===== config.mk =====
export PLATFORM = sky130hd
export DESIGN_NAME = force_accel_decimating_aggregator_top
export DESIGN_NICKNAME = d
export VERILOG_FILES = /design/src/design/fada_pkg.sv /design/src/design/force_accel_decimating_aggregator_top.sv
export SDC_FILE = /design/constraint.sdc
export NUM_CORES = 2
export LEC_CHECK = 0
export ABC_AREA = 1
export BUFFER_PORTS_ARGS = -buffer_cell sky130_fd_sc_hd__buf_2
export CAP_MARGIN = 20
export CORE_ASPECT_RATIO = 1.2
export CORE_MARGIN = 3
export CORE_UTILIZATION = 55
export DETAILED_ROUTE_END_ITERATION = 12
export GPL_TIMING_DRIVEN = 0
export MAX_ROUTING_LAYER = met4
export PLACE_DENSITY_LB_ADDON = 0.08
export SLEW_MARGIN = 10
export SYNTH_ARGS = -nofsm -noshare
export SYNTH_HDL_FRONTEND = slang
export SYNTH_SLANG_ARGS = --single-unit

===== constraint.sdc =====
create_clock -name clk -period 18.01 [get_ports clk]
set_clock_uncertainty 0.05 [all_clocks]
set_input_delay 1.801 -clock clk [delete_from_list [all_inputs] [get_ports clk]]
set_output_delay 1.801 -clock clk [all_outputs]
set_load 0.01 [all_outputs]

===== src/design/fada_pkg.sv =====
// ----------------------------------------------------------------------------
// fada_pkg
// widths, register indexes and constants of the decimating force/accel
// aggregator
// ----------------------------------------------------------------------------
package fada_pkg;

    localparam int FPS_W       = 9;
    localparam int SCALE_W     = 24;
    localparam int CFG_INDEX_W = 1;
    localparam int CFG_DATA_W  = 24;

    localparam int TIME_W      = 64;
    localparam int FORCE_W     = 32;
    localparam int ACCEL_W     = 16;
    localparam int FLAGS_W     = 16;
    localparam int SUM_W       = 41;
    localparam int SQ_W        = 32;
    localparam int ROOT_W      = 32;
    localparam int SREM_W      = 35;
    localparam int PROD_W      = ROOT_W + SCALE_W;
    localparam int TREM_W      = 10;
    localparam int LANES       = 3;

    // register indexes on the configuration port
    localparam logic [CFG_INDEX_W-1:0] REG_FPS   = 1'd0;
    localparam logic [CFG_INDEX_W-1:0] REG_SCALE = 1'd1;

    localparam logic [FPS_W-1:0]   FPS_RESET   = 9'd20;
    localparam logic [SCALE_W-1:0] SCALE_RESET = 24'd1024;

    localparam logic [TREM_W:0]      US_PER_MS  = 11'd1000;
    localparam logic [FORCE_W-1:0]   PEAK_RESET = 32'h8000_0000;

    // sequencer step counts
    localparam logic [5:0] SQ_LAST    = 6'd15;
    localparam logic [5:0] CALC_LAST  = 6'd63;
    localparam logic [5:0] MDIV_STEPS = 6'd41;
    localparam logic [5:0] SQRT_STEPS = 6'd32;
    localparam logic [5:0] MUL_END    = 6'd56;

    typedef logic [ACCEL_W-1:0] lane_t;
    typedef logic [SQ_W-1:0]    lane_prod_t;

endpackage


===== src/design/force_accel_decimating_aggregator_top.sv =====
// ----------------------------------------------------------------------------
// force_accel_decimating_aggregator_top
// every frame: accept, 16 bit-serial squaring steps, then an update
// last frame of a window: a further 64 digit-serial steps (time / 1000
//   sets the length), then a done state that loads the output register once it is free
// next frame accepted once the result sits in the output register
// rst_n clears all control state, accumulators and the two registers
//   (frames_per_sample = 20, accel_scale = 1024); no clearing pass
// ----------------------------------------------------------------------------
module force_accel_decimating_aggregator_top
    import fada_pkg::*;
(
    input  logic                       clk,
    input  logic                       rst_n,

    input  logic                       in_valid,
    output logic                       in_stall,
    input  logic [TIME_W-1:0]          time_us,
    input  logic signed [FORCE_W-1:0]  force_mean_in,
    input  logic signed [FORCE_W-1:0]  force_peak_in,
    input  logic signed [ACCEL_W-1:0]  accel_x,
    input  logic signed [ACCEL_W-1:0]  accel_y,
    input  logic signed [ACCEL_W-1:0]  accel_z,
    input  logic [FLAGS_W-1:0]         frame_flags,

    output logic                       out_valid,
    input  logic                       out_stall,
    output logic [31:0]                time_ms,
    output logic signed [FORCE_W-1:0]  force_mean_out,
    output logic signed [FORCE_W-1:0]  force_peak_out,
    output logic [31:0]                peak_accel_g,
    output logic [FLAGS_W-1:0]         flags_union,

    input  logic                       cfg_valid,
    output logic                       cfg_ready,
    input  logic [CFG_INDEX_W-1:0]     cfg_index,
    input  logic [CFG_DATA_W-1:0]      cfg_data
);

    // sequencer states
    localparam logic [2:0] S_IDLE = 3'd0;   // waiting for a frame or a config write
    localparam logic [2:0] S_SQ   = 3'd1;   // three shift-add squarers, lsb first
    localparam logic [2:0] S_UPD  = 3'd2;   // sum of squares, max, window count
    localparam logic [2:0] S_CALC = 3'd3;   // dividers, root and scaling, one digit a step
    localparam logic [2:0] S_DONE = 3'd4;   // hand the sample to the output register

    // control state and accumulators
    logic [2:0]               state_reg, state_next;
    logic [5:0]               step_reg, step_next;
    logic [FPS_W-1:0]         fps_reg, fps_next;
    logic [SCALE_W-1:0]       scale_reg, scale_next;
    logic [FPS_W-1:0]         count_reg, count_next;
    logic signed [SUM_W-1:0]  sum_reg, sum_next;
    logic signed [FORCE_W-1:0] peak_reg, peak_next;
    logic [SQ_W-1:0]          sqmax_reg, sqmax_next;
    logic [FLAGS_W-1:0]       flags_reg, flags_next;
    logic                     out_valid_reg, out_valid_next;

    // datapath shift registers
    logic [TIME_W-1:0]        time_reg, time_next;       // dividend, then quotient
    logic [TREM_W-1:0]        trem_reg, trem_next;
    lane_t                    mcand_reg [LANES];
    lane_t                    mcand_next [LANES];
    lane_t                    mplier_reg [LANES];
    lane_t                    mplier_next [LANES];
    lane_prod_t               sqp_reg [LANES];
    lane_prod_t               sqp_next [LANES];
    logic [SUM_W-1:0]         mdiv_reg, mdiv_next;       // |sum|, then quotient
    logic [FPS_W-1:0]         mrem_reg, mrem_next;
    logic                     mneg_reg, mneg_next;
    logic [SQ_W-1:0]          sqsh_reg, sqsh_next;       // radicand digit pairs
    logic [SREM_W-1:0]        srem_reg, srem_next;
    logic [ROOT_W-1:0]        root_reg, root_next;
    logic [SCALE_W-1:0]       scsh_reg, scsh_next;       // scale bits, lsb first
    logic [PROD_W-1:0]        prod_reg, prod_next;

    // output register
    logic [31:0]              time_ms_reg, time_ms_next;
    logic [FORCE_W-1:0]       mean_out_reg, mean_out_next;
    logic [FORCE_W-1:0]       peak_out_reg, peak_out_next;
    logic [31:0]              mag_out_reg, mag_out_next;
    logic [FLAGS_W-1:0]       flags_out_reg, flags_out_next;

    // combinational helpers
    logic                     in_take;
    logic                     cfg_take;
    logic                     out_free;
    lane_t                    in_abs [LANES];
    logic [ACCEL_W:0]         lane_sum [LANES];
    logic [SQ_W-1:0]          sq_total;
    logic [SQ_W-1:0]          sq_best;
    logic [FPS_W-1:0]         count_inc;
    logic [SUM_W-1:0]         sum_abs;
    logic [TREM_W:0]          t_trial;
    logic                     t_ge;
    logic [FPS_W:0]           m_trial;
    logic                     m_ge;
    logic [SREM_W-1:0]        s_shift;
    logic [SREM_W-1:0]        s_trial;
    logic                     s_ge;
    logic [ROOT_W:0]          p_sum;
    logic [SUM_W-1:0]         mean_full;

    // a register write on offer takes the idle cycle, the frame waits
    assign in_stall  = (state_reg != S_IDLE) || cfg_valid;
    assign cfg_ready = (state_reg == S_IDLE);
    assign in_take   = in_valid && !in_stall;
    assign cfg_take  = cfg_valid && cfg_ready;
    assign out_free  = !out_valid_reg || !out_stall;

    assign out_valid      = out_valid_reg;
    assign time_ms        = time_ms_reg;
    assign force_mean_out = mean_out_reg;
    assign force_peak_out = peak_out_reg;
    assign peak_accel_g   = mag_out_reg;
    assign flags_union    = flags_out_reg;

    // magnitudes of the raw axes; the most negative code gives 32768
    always_comb
    begin
        in_abs[0] = accel_x[ACCEL_W-1] ? lane_t'(~accel_x + 1'b1) : lane_t'(accel_x);
        in_abs[1] = accel_y[ACCEL_W-1] ? lane_t'(~accel_y + 1'b1) : lane_t'(accel_y);
        in_abs[2] = accel_z[ACCEL_W-1] ? lane_t'(~accel_z + 1'b1) : lane_t'(accel_z);
    end

    // one shift-add step per lane: add multiplicand at the top, shift right
    always_comb
    begin
        for (int k = 0; k < LANES; k++)
        begin
            lane_sum[k] = {1'b0, sqp_reg[k][SQ_W-1:ACCEL_W]}
                        + {1'b0, (mplier_reg[k][0] ? mcand_reg[k] : lane_t'(0))};
        end
    end

    // sum of squares fits 32 bits: 3 * 2^30 at most
    assign sq_total  = sqp_reg[0] + sqp_reg[1] + sqp_reg[2];
    assign sq_best   = (sq_total > sqmax_reg) ? sq_total : sqmax_reg;
    assign count_inc = count_reg + 1'b1;
    assign sum_abs   = sum_reg[SUM_W-1] ? (~sum_reg + 1'b1) : sum_reg;

    // restoring divide of the timestamp by 1000, one quotient bit a step
    assign t_trial = {trem_reg, time_reg[TIME_W-1]};
    assign t_ge    = (t_trial >= US_PER_MS);

    // restoring divide of |sum| by the window length
    assign m_trial = {mrem_reg, mdiv_reg[SUM_W-1]};
    assign m_ge    = (m_trial >= {1'b0, fps_reg});

    // square root of sqmax * 2^32, two radicand bits a step
    assign s_shift = {srem_reg[SREM_W-3:0], sqsh_reg[SQ_W-1:SQ_W-2]};
    assign s_trial = {1'b0, root_reg, 2'b01};
    assign s_ge    = (s_shift >= s_trial);

    // root times scale, one scale bit a step
    assign p_sum = {1'b0, prod_reg[PROD_W-1:SCALE_W]}
                 + {1'b0, (scsh_reg[0] ? root_reg : ROOT_W'(0))};

    // sign restore; the low 32 bits are the truncated mean
    assign mean_full = mneg_reg ? (~mdiv_reg + 1'b1) : mdiv_reg;

    always_comb
    begin
        state_next     = state_reg;
        step_next      = step_reg;
        fps_next       = fps_reg;
        scale_next     = scale_reg;
        count_next     = count_reg;
        sum_next       = sum_reg;
        peak_next      = peak_reg;
        sqmax_next     = sqmax_reg;
        flags_next     = flags_reg;
        out_valid_next = out_valid_reg;

        time_next  = time_reg;
        trem_next  = trem_reg;
        mcand_next = mcand_reg;
        mplier_next = mplier_reg;
        sqp_next   = sqp_reg;
        mdiv_next  = mdiv_reg;
        mrem_next  = mrem_reg;
        mneg_next  = mneg_reg;
        sqsh_next  = sqsh_reg;
        srem_next  = srem_reg;
        root_next  = root_reg;
        scsh_next  = scsh_reg;
        prod_next  = prod_reg;

        time_ms_next   = time_ms_reg;
        mean_out_next  = mean_out_reg;
        peak_out_next  = peak_out_reg;
        mag_out_next   = mag_out_reg;
        flags_out_next = flags_out_reg;

        // the consumer took the sample
        if (out_valid_reg && !out_stall)
        begin
            out_valid_next = 1'b0;
        end

        unique case (state_reg)
            S_IDLE:
            begin
                if (cfg_take)
                begin
                    // any register write restarts the window
                    unique case (cfg_index)
                        REG_FPS:   fps_next   = cfg_data[FPS_W-1:0];
                        REG_SCALE: scale_next = cfg_data[SCALE_W-1:0];
                    endcase
                    count_next = '0;
                    sum_next   = '0;
                    peak_next  = PEAK_RESET;
                    sqmax_next = '0;
                    flags_next = '0;
                end
                else if (in_take && (fps_reg != '0))
                begin
                    // with a zero window length the transaction is dropped
                    sum_next   = sum_reg + {{(SUM_W-FORCE_W){force_mean_in[FORCE_W-1]}},
                                            force_mean_in};
                    peak_next  = (force_peak_in > peak_reg) ? force_peak_in : peak_reg;
                    flags_next = flags_reg | frame_flags;
                    time_next  = time_us;
                    for (int k = 0; k < LANES; k++)
                    begin
                        mcand_next[k]  = in_abs[k];
                        mplier_next[k] = in_abs[k];
                        sqp_next[k]    = '0;
                    end
                    step_next  = '0;
                    state_next = S_SQ;
                end
            end

            S_SQ:
            begin
                for (int k = 0; k < LANES; k++)
                begin
                    sqp_next[k]    = {lane_sum[k], sqp_reg[k][ACCEL_W-1:1]};
                    mplier_next[k] = mplier_reg[k] >> 1;
                end
                step_next = step_reg + 1'b1;
                if (step_reg == SQ_LAST)
                begin
                    state_next = S_UPD;
                end
            end

            S_UPD:
            begin
                sqmax_next = sq_best;
                count_next = count_inc;
                if (count_inc < fps_reg)
                begin
                    state_next = S_IDLE;
                end
                else
                begin
                    // window complete: load the digit-serial units
                    trem_next  = '0;
                    mdiv_next  = sum_abs;
                    mrem_next  = '0;
                    mneg_next  = sum_reg[SUM_W-1];
                    sqsh_next  = sq_best;
                    srem_next  = '0;
                    root_next  = '0;
                    scsh_next  = scale_reg;
                    prod_next  = '0;
                    step_next  = '0;
                    state_next = S_CALC;
                end
            end

            S_CALC:
            begin
                time_next = {time_reg[TIME_W-2:0], t_ge};
                trem_next = t_ge ? TREM_W'(t_trial - US_PER_MS) : t_trial[TREM_W-1:0];

                if (step_reg < MDIV_STEPS)
                begin
                    mdiv_next = {mdiv_reg[SUM_W-2:0], m_ge};
                    mrem_next = m_ge ? FPS_W'(m_trial - {1'b0, fps_reg})
                                     : m_trial[FPS_W-1:0];
                end

                if (step_reg < SQRT_STEPS)
                begin
                    sqsh_next = {sqsh_reg[SQ_W-3:0], 2'b00};
                    srem_next = s_ge ? (s_shift - s_trial) : s_shift;
                    root_next = {root_reg[ROOT_W-2:0], s_ge};
                end
                else if (step_reg < MUL_END)
                begin
                    // root is final here; scale it bit by bit
                    prod_next = {p_sum, prod_reg[SCALE_W-1:1]};
                    scsh_next = scsh_reg >> 1;
                end

                step_next = step_reg + 1'b1;
                if (step_reg == CALC_LAST)
                begin
                    state_next = S_DONE;
                end
            end

            S_DONE:
            begin
                if (out_free)
                begin
                    time_ms_next   = time_reg[31:0];
                    mean_out_next  = mean_full[FORCE_W-1:0];
                    peak_out_next  = peak_reg;
                    mag_out_next   = prod_reg[PROD_W-1:SCALE_W];
                    flags_out_next = flags_reg;
                    out_valid_next = 1'b1;
                    count_next     = '0;
                    sum_next       = '0;
                    peak_next      = PEAK_RESET;
                    sqmax_next     = '0;
                    flags_next     = '0;
                    state_next     = S_IDLE;
                end
            end

            default:
            begin
                state_next = S_IDLE;
            end
        endcase
    end

    // control state, registers and accumulators
    always_ff @(posedge clk or negedge rst_n)
    begin
        if (!rst_n)
        begin
            state_reg     <= S_IDLE;
            step_reg      <= '0;
            fps_reg       <= FPS_RESET;
            scale_reg     <= SCALE_RESET;
            count_reg     <= '0;
            sum_reg       <= '0;
            peak_reg      <= PEAK_RESET;
            sqmax_reg     <= '0;
            flags_reg     <= '0;
            out_valid_reg <= 1'b0;
        end
        else
        begin
            state_reg     <= state_next;
            step_reg      <= step_next;
            fps_reg       <= fps_next;
            scale_reg     <= scale_next;
            count_reg     <= count_next;
            sum_reg       <= sum_next;
            peak_reg      <= peak_next;
            sqmax_reg     <= sqmax_next;
            flags_reg     <= flags_next;
            out_valid_reg <= out_valid_next;
        end
    end

    // datapath and output payload, no reset
    always_ff @(posedge clk)
    begin
        time_reg      <= time_next;
        trem_reg      <= trem_next;
        mcand_reg     <= mcand_next;
        mplier_reg    <= mplier_next;
        sqp_reg       <= sqp_next;
        mdiv_reg      <= mdiv_next;
        mrem_reg      <= mrem_next;
        mneg_reg      <= mneg_next;
        sqsh_reg      <= sqsh_next;
        srem_reg      <= srem_next;
        root_reg      <= root_next;
        scsh_reg      <= scsh_next;
        prod_reg      <= prod_next;
        time_ms_reg   <= time_ms_next;
        mean_out_reg  <= mean_out_next;
        peak_out_reg  <= peak_out_next;
        mag_out_reg   <= mag_out_next;
        flags_out_reg <= flags_out_next;
    end

endmodule


### After elaboration in Yosys (flattened, before gate mapping)

Cells that the tools add are included.

| storage, ports and cells | value |
|---|---|
| input port bits | 222 |
| logic and storage cells | 203 |
| output and inout port bits | 147 |
| bits in registers | 811 |

| operators by class | value |
|---|---|
| mux-type cells | 80 |
| add/sub/neg operators | 17 |
| equality and inequality tests | 19 |
| order comparisons | 9 |
| reduce and logical (&&, ||, !) cells | 35 |
| bitwise operators | 9 |

Operators by type and width:

| cell | count |
|---|---|
| 32-bit 2-to-1 mux | 13 |
| 41-bit 2-to-1 mux | 6 |
| 96-bit 2-to-1 mux | 2 |
| 32-bit case mux with 2 select lines | 3 |
| 96-bit case mux with 2 select lines | 1 |
| 56-bit 2-to-1 mux | 3 |
| 41-bit case mux with 2 select lines | 2 |
| 16-bit 2-to-1 mux | 9 |
| 64-bit 2-to-1 mux | 2 |
| 64-bit case mux with 2 select lines | 1 |
| 56-bit case mux with 2 select lines | 1 |
| 33-bit 2-to-1 mux | 3 |
| 48-bit 2-to-1 mux | 2 |
| 32-bit case mux with 3 select lines | 1 |
| 48-bit case mux with 2 select lines | 1 |
| 24-bit 2-to-1 mux | 3 |
| 33-bit case mux with 2 select lines | 1 |
| 32-bit adder | 2 |
| 32-bit > comparator | 2 |
| 16-bit by 16-bit adder with 17-bit output | 3 |
| 16-bit by 1-bit adder with 16-bit output (second input constant) | 3 |
| 16-bit NOT | 3 |
| 24-bit case mux with 2 select lines | 1 |
| 9-bit 2-to-1 mux | 5 |
| other kinds (49) | 96 |

### Longest topological paths before layout

| depth | value |
|---|---|
| depth after elaboration | 8 |
| mapped depth | 31 |
| gate-level depth less buffers | 30 |

### Worst setup path before layout

Ideal clock, no wire load.

| timing | value |
|---|---|
| path kind | input to register |
| from | input port out_stall |
| to | register flags_out_reg[0] (netlist: flags_union[0]) (enable) |
| data arrival time | 8572 ps |
| buffers on the path | 0 |
| slack | 8692 ps |
| stages on the path | 1 |
| setup time | 695 ps |
| data required time | 17265 ps |
| path through | a21oi_1 |

| between the ends | value |
|---|---|
| longest elaborated chain between the ends | 3 |

RTL lines:

| element | line | RTL |
|---|---|---|
| start, declared | force_accel_decimating_aggregator_top.sv:27 | `input logic out_stall,` |
| 1-bit zero test | force_accel_decimating_aggregator_top.sv:109 | `assign out_free = !out_valid_reg \|\| !out_stall;` |
| 1-bit logical OR | force_accel_decimating_aggregator_top.sv:109 |  |
| 2-bit AND reduction (no line) | - |  |
| end signal, assigned | force_accel_decimating_aggregator_top.sv:384 | `flags_out_reg <= flags_out_next;` |
| end, declared | force_accel_decimating_aggregator_top.sv:82 | `logic [FLAGS_W-1:0] flags_out_reg, flags_out_next;` |

No other way between the ends.
A chain may end at the register's enable or synchronous reset.

### Final worst setup path

| timing | value |
|---|---|
| from | register sqp_reg[1] in the netlist's numbering |
| to | register sqsh_reg[6] (data pin) |

| between the ends | value |
|---|---|
| longest elaborated chain between the ends | 5 |

RTL lines:

| element | line | RTL |
|---|---|---|
| start, declared | force_accel_decimating_aggregator_top.sv:66 | `lane_prod_t sqp_reg [LANES];` |
| start signal, assigned | force_accel_decimating_aggregator_top.sv:371 | `sqp_reg <= sqp_next;` |
| 32-bit adder (*) | force_accel_decimating_aggregator_top.sv:137 | `assign sq_total = sqp_reg[0] + sqp_reg[1] + sqp_reg[2];` |
| 32-bit > comparator | force_accel_decimating_aggregator_top.sv:138 | `assign sq_best = (sq_total > sqmax_reg) ? sq_total : sqmax_reg;` |
| 32-bit 2-to-1 mux (*) | force_accel_decimating_aggregator_top.sv:138 |  |
| 32-bit 2-to-1 mux (*) | force_accel_decimating_aggregator_top.sv:254 | `if (count_inc < fps_reg)` |
| 32-bit case mux with 2 select lines (*) | force_accel_decimating_aggregator_top.sv:201 | `unique case (state_reg)` |
| via sqsh_next[6] | force_accel_decimating_aggregator_top.sv:71 | `logic [SQ_W-1:0] sqsh_reg, sqsh_next;` |
| end signal, assigned | force_accel_decimating_aggregator_top.sv:375 | `sqsh_reg <= sqsh_next;` |
| end, declared | force_accel_decimating_aggregator_top.sv:71 |  |

The timed path passes the listed nets; every way through them passes the cells marked *. The select of a mux whose other input is x is not followed.

==> impl_metrics.ini <==
[floorplanning]
dieArea_sq_um = 88920
start_util = 0.5587
io_pins = 369
rows = 116
die_y_um = 326.1
die_x_um = 272.7
core_area_sq_um = 84040

[worst_hold_path]
hold_depth = 0
worst_hold_path.endpoint = time_ms[18]
worstHoldStart = time_reg[18]
hold_path.class = flop to flop

[detailed_routing]
vias = 39000
ant_nets = 0
routed_wl_um = 127900
vias_per_cell = 5.358
drt_iter0_markers = 2732
firstDrtPassIters = 6
drc = 0
wl_per_cell_um = 17.57

[clocking]
clock-sinks = 787
insertion_delay_ns = 0.67
clk_path_buf_depth = 3
cts_root_buf = clkbuf_16
post_cts_resized = 0
cts_tree = built
cts_buffers = 82
clk_pin_slew_worst_paths_ns = 0.06
htree_levels = 3
ctsHoldBuffers = 0
cts_setup_buffers = 0

[yosys]
ys_types = 53
ys.warnings.count = 0
syn_nets = 6137
synth_seq_cells = 787
syn_avg_cell_area_sq_um = 8.378
netlist_instances = 5604
synth_area_sq_um = 46950
yosysSeqAreaShare = 0.4850
synth_enable_flop_cells = 614
async_flop_share = 0.2198
ys.flop_type = edfxtp_1

[flow_run]
maxCapViolations = 0

[timing]
hold_viol = 0
slew_headroom = 0.2288
post-route-period-util = 0.3055
worstMarginPinSlew_ns = 1.157
setup_viol = 0
drv_slew = 0
rsz0062_at_grt = false
setup_tns_ns = 0
clock.fmax_mhz = 181.8
period_needed_ns = 5.502

[critical_path]
critPathCaptureType = flop
slowest_delay_ns = 0.55
r2r_cells = 29
worst_path_max_delay_cell = fa_1
crit_path_start = sqp_reg[1]
worst-path-stages = 29
reg2reg_slack_ns = 12.51
criticalPathCategory = flop to flop
start_kind = flop
crit_fanout = 10
crit_family = simple AND/OR/NAND/NOR gates
cp.buffers_inverters = 6
cp.arrival_ns = 5.84
reg2reg_from = sqp_reg[1]
cp_data_required_time_ns = 18.35
r2r_end = sqsh_reg[6]
cp_common_cell = nand2_1

[placed_design]
gp_congestion = 0.9905
hpwlAfterDp_um = 100500
port_buffers = 368

[grt]
grt_use_total = 0.2929
antenna_found_initial = 16
grt_max_degree = 92
grt_pass1_wl_um = 200400
first_global_vias = 38080
globalRouteOverflowTotal = 0

[finish]
final_common_cell = nand2_1
drive_above_1_share = 0.09756
fillers = 7369
largest_reg_flops = 96
area_growth_pct = 13.90
final_cell_mix = nand2_1, inv_1, edfxtp_1, nor2_1, buf_2
fin_nets = 6604

[run_status]
outcome = finished, final reports clean
-- cells in the mapped netlist, types with 9 or more instances --
| cell | count | area, sq um |
|---|---|---|
| buf_1 | 9 | 33.78 |
| xor2_1 | 116 | 1016 |
| nor3_1 | 60 | 300.3 |
| clkbuf_1 | 87 | 326.6 |
| nand4_1 | 40 | 250.2 |
| fa_1 | 38 | 760.7 |
| ha_1 | 273 | 3416 |
| buf_2 | 34 | 170.2 |
| dfrtp_1 | 169 | 4229 |
| nand3_1 | 251 | 1256 |
| nand3b_1 | 23 | 172.7 |
| o21ai_0 | 341 | 1707 |
| o21a_1 | 28 | 210.2 |
| inv_1 | 734 | 2755 |
| nand2_1 | 1598 | 5998 |
| o21ai_1 | 22 | 110.1 |
| xnor2_1 | 30 | 262.8 |
| a21o_1 | 23 | 172.7 |
| o31ai_1 | 9 | 67.56 |
| nor4_1 | 13 | 81.33 |
| o22ai_1 | 10 | 62.56 |
| o21bai_1 | 39 | 292.8 |
| a21oi_1 | 386 | 1932 |
| a31oi_1 | 11 | 68.82 |
| or2_2 | 15 | 93.84 |
| nor2_1 | 550 | 2064 |
| edfxtp_1 | 614 | 18440 |
-- per-layer routing --
layer	vias to the layer above	global-route usage	routed length, um
li1	19460	-	-
met1	18220	0.3440	51630
met2	1055	0.5095	64660
met3	268	0.04096	6676
met4	0	0.1114	4932
met5	-	-	0
-- kinds of logic (layout without fill, tap and decap cells) --
| family | after synthesis | after routing | share of synthesized area |
|---|---|---|---|
| AOI/OAI and AO/OA | 906 | 906 | 0.1049 |
| and+or+nand+nor | 2576 | 2576 | 0.2222 |
| buffers and inverters | 878 | 1414 | 0.07172 |
| xor gates and xnor gates | 146 | 146 | 0.02724 |
| other | 0 | 17 | 0 |
| DFF | 787 | 787 | 0.4850 |
| adders and majority gates | 311 | 311 | 0.08896 |
-- how the worst max path moves through the flow --
stage	slack (ns)	endpoint
2_1_floorplan	8.69	flags_union[0]
3_3_place_gp	4.45	force_mean_out[20]
3_5_place_dp	12.59	sqsh_reg[20]
4_1_cts	12.54	sqsh_reg[6]
5_1_grt	12.01	sqsh_reg[8]
6_report	12.51	sqsh_reg[6]
-- worst register-to-register path: cells and delay by family, from the launching register on --
| kind | cells | cell delay [ns] |
|---|---|---|
| buffers and inverters | 6 | 0.78 |
| AOI/OAI and AO/OA | 1 | 0.24 |
| DFF | 1 | 0.42 |
| adders and majority gates | 4 | 1.46 |
| and+or+nand+nor | 18 | 2.31 |
-- area by class of cell --
cell class,instances,area (sq um),share of cell area
clock inverters,40,554.3,0.01037
multi-input cells,3939,20850,0.3898
clock buffers,113,2268,0.04242
repair buffers,383,2220,0.04151
flip-flops and latches,787,22770,0.4258
well taps,1121,1403,0.02623
inverters,743,2794,0.05225
diodes,17,42.54,0.0007955
plain buffers,135,575.6,0.01076
-- through the flow --
stage / hold WS, ns / utilization / setup slack, ns / std cells / instance area, sq um
after floorplan: 0.3731 / - / 8.692 / 5604 / 46950
after global routing: 0.4119 / 0.6363 / 12.01 / 7277 / 53470
final: 0.3969 / 0.6364 / 12.51 / 7278 / 53480
after global placement: 0.3798 / 0.5973 / 4.447 / 7093 / 50190
after detailed placement: 0.3812 / 0.6023 / 12.59 / 7108 / 50610
after CTS: 0.3959 / 0.6358 / 12.54 / 7261 / 53430
Power is not shown: default switching activity piles up to over one toggle a cycle in this logic, so the estimate is an artifact.
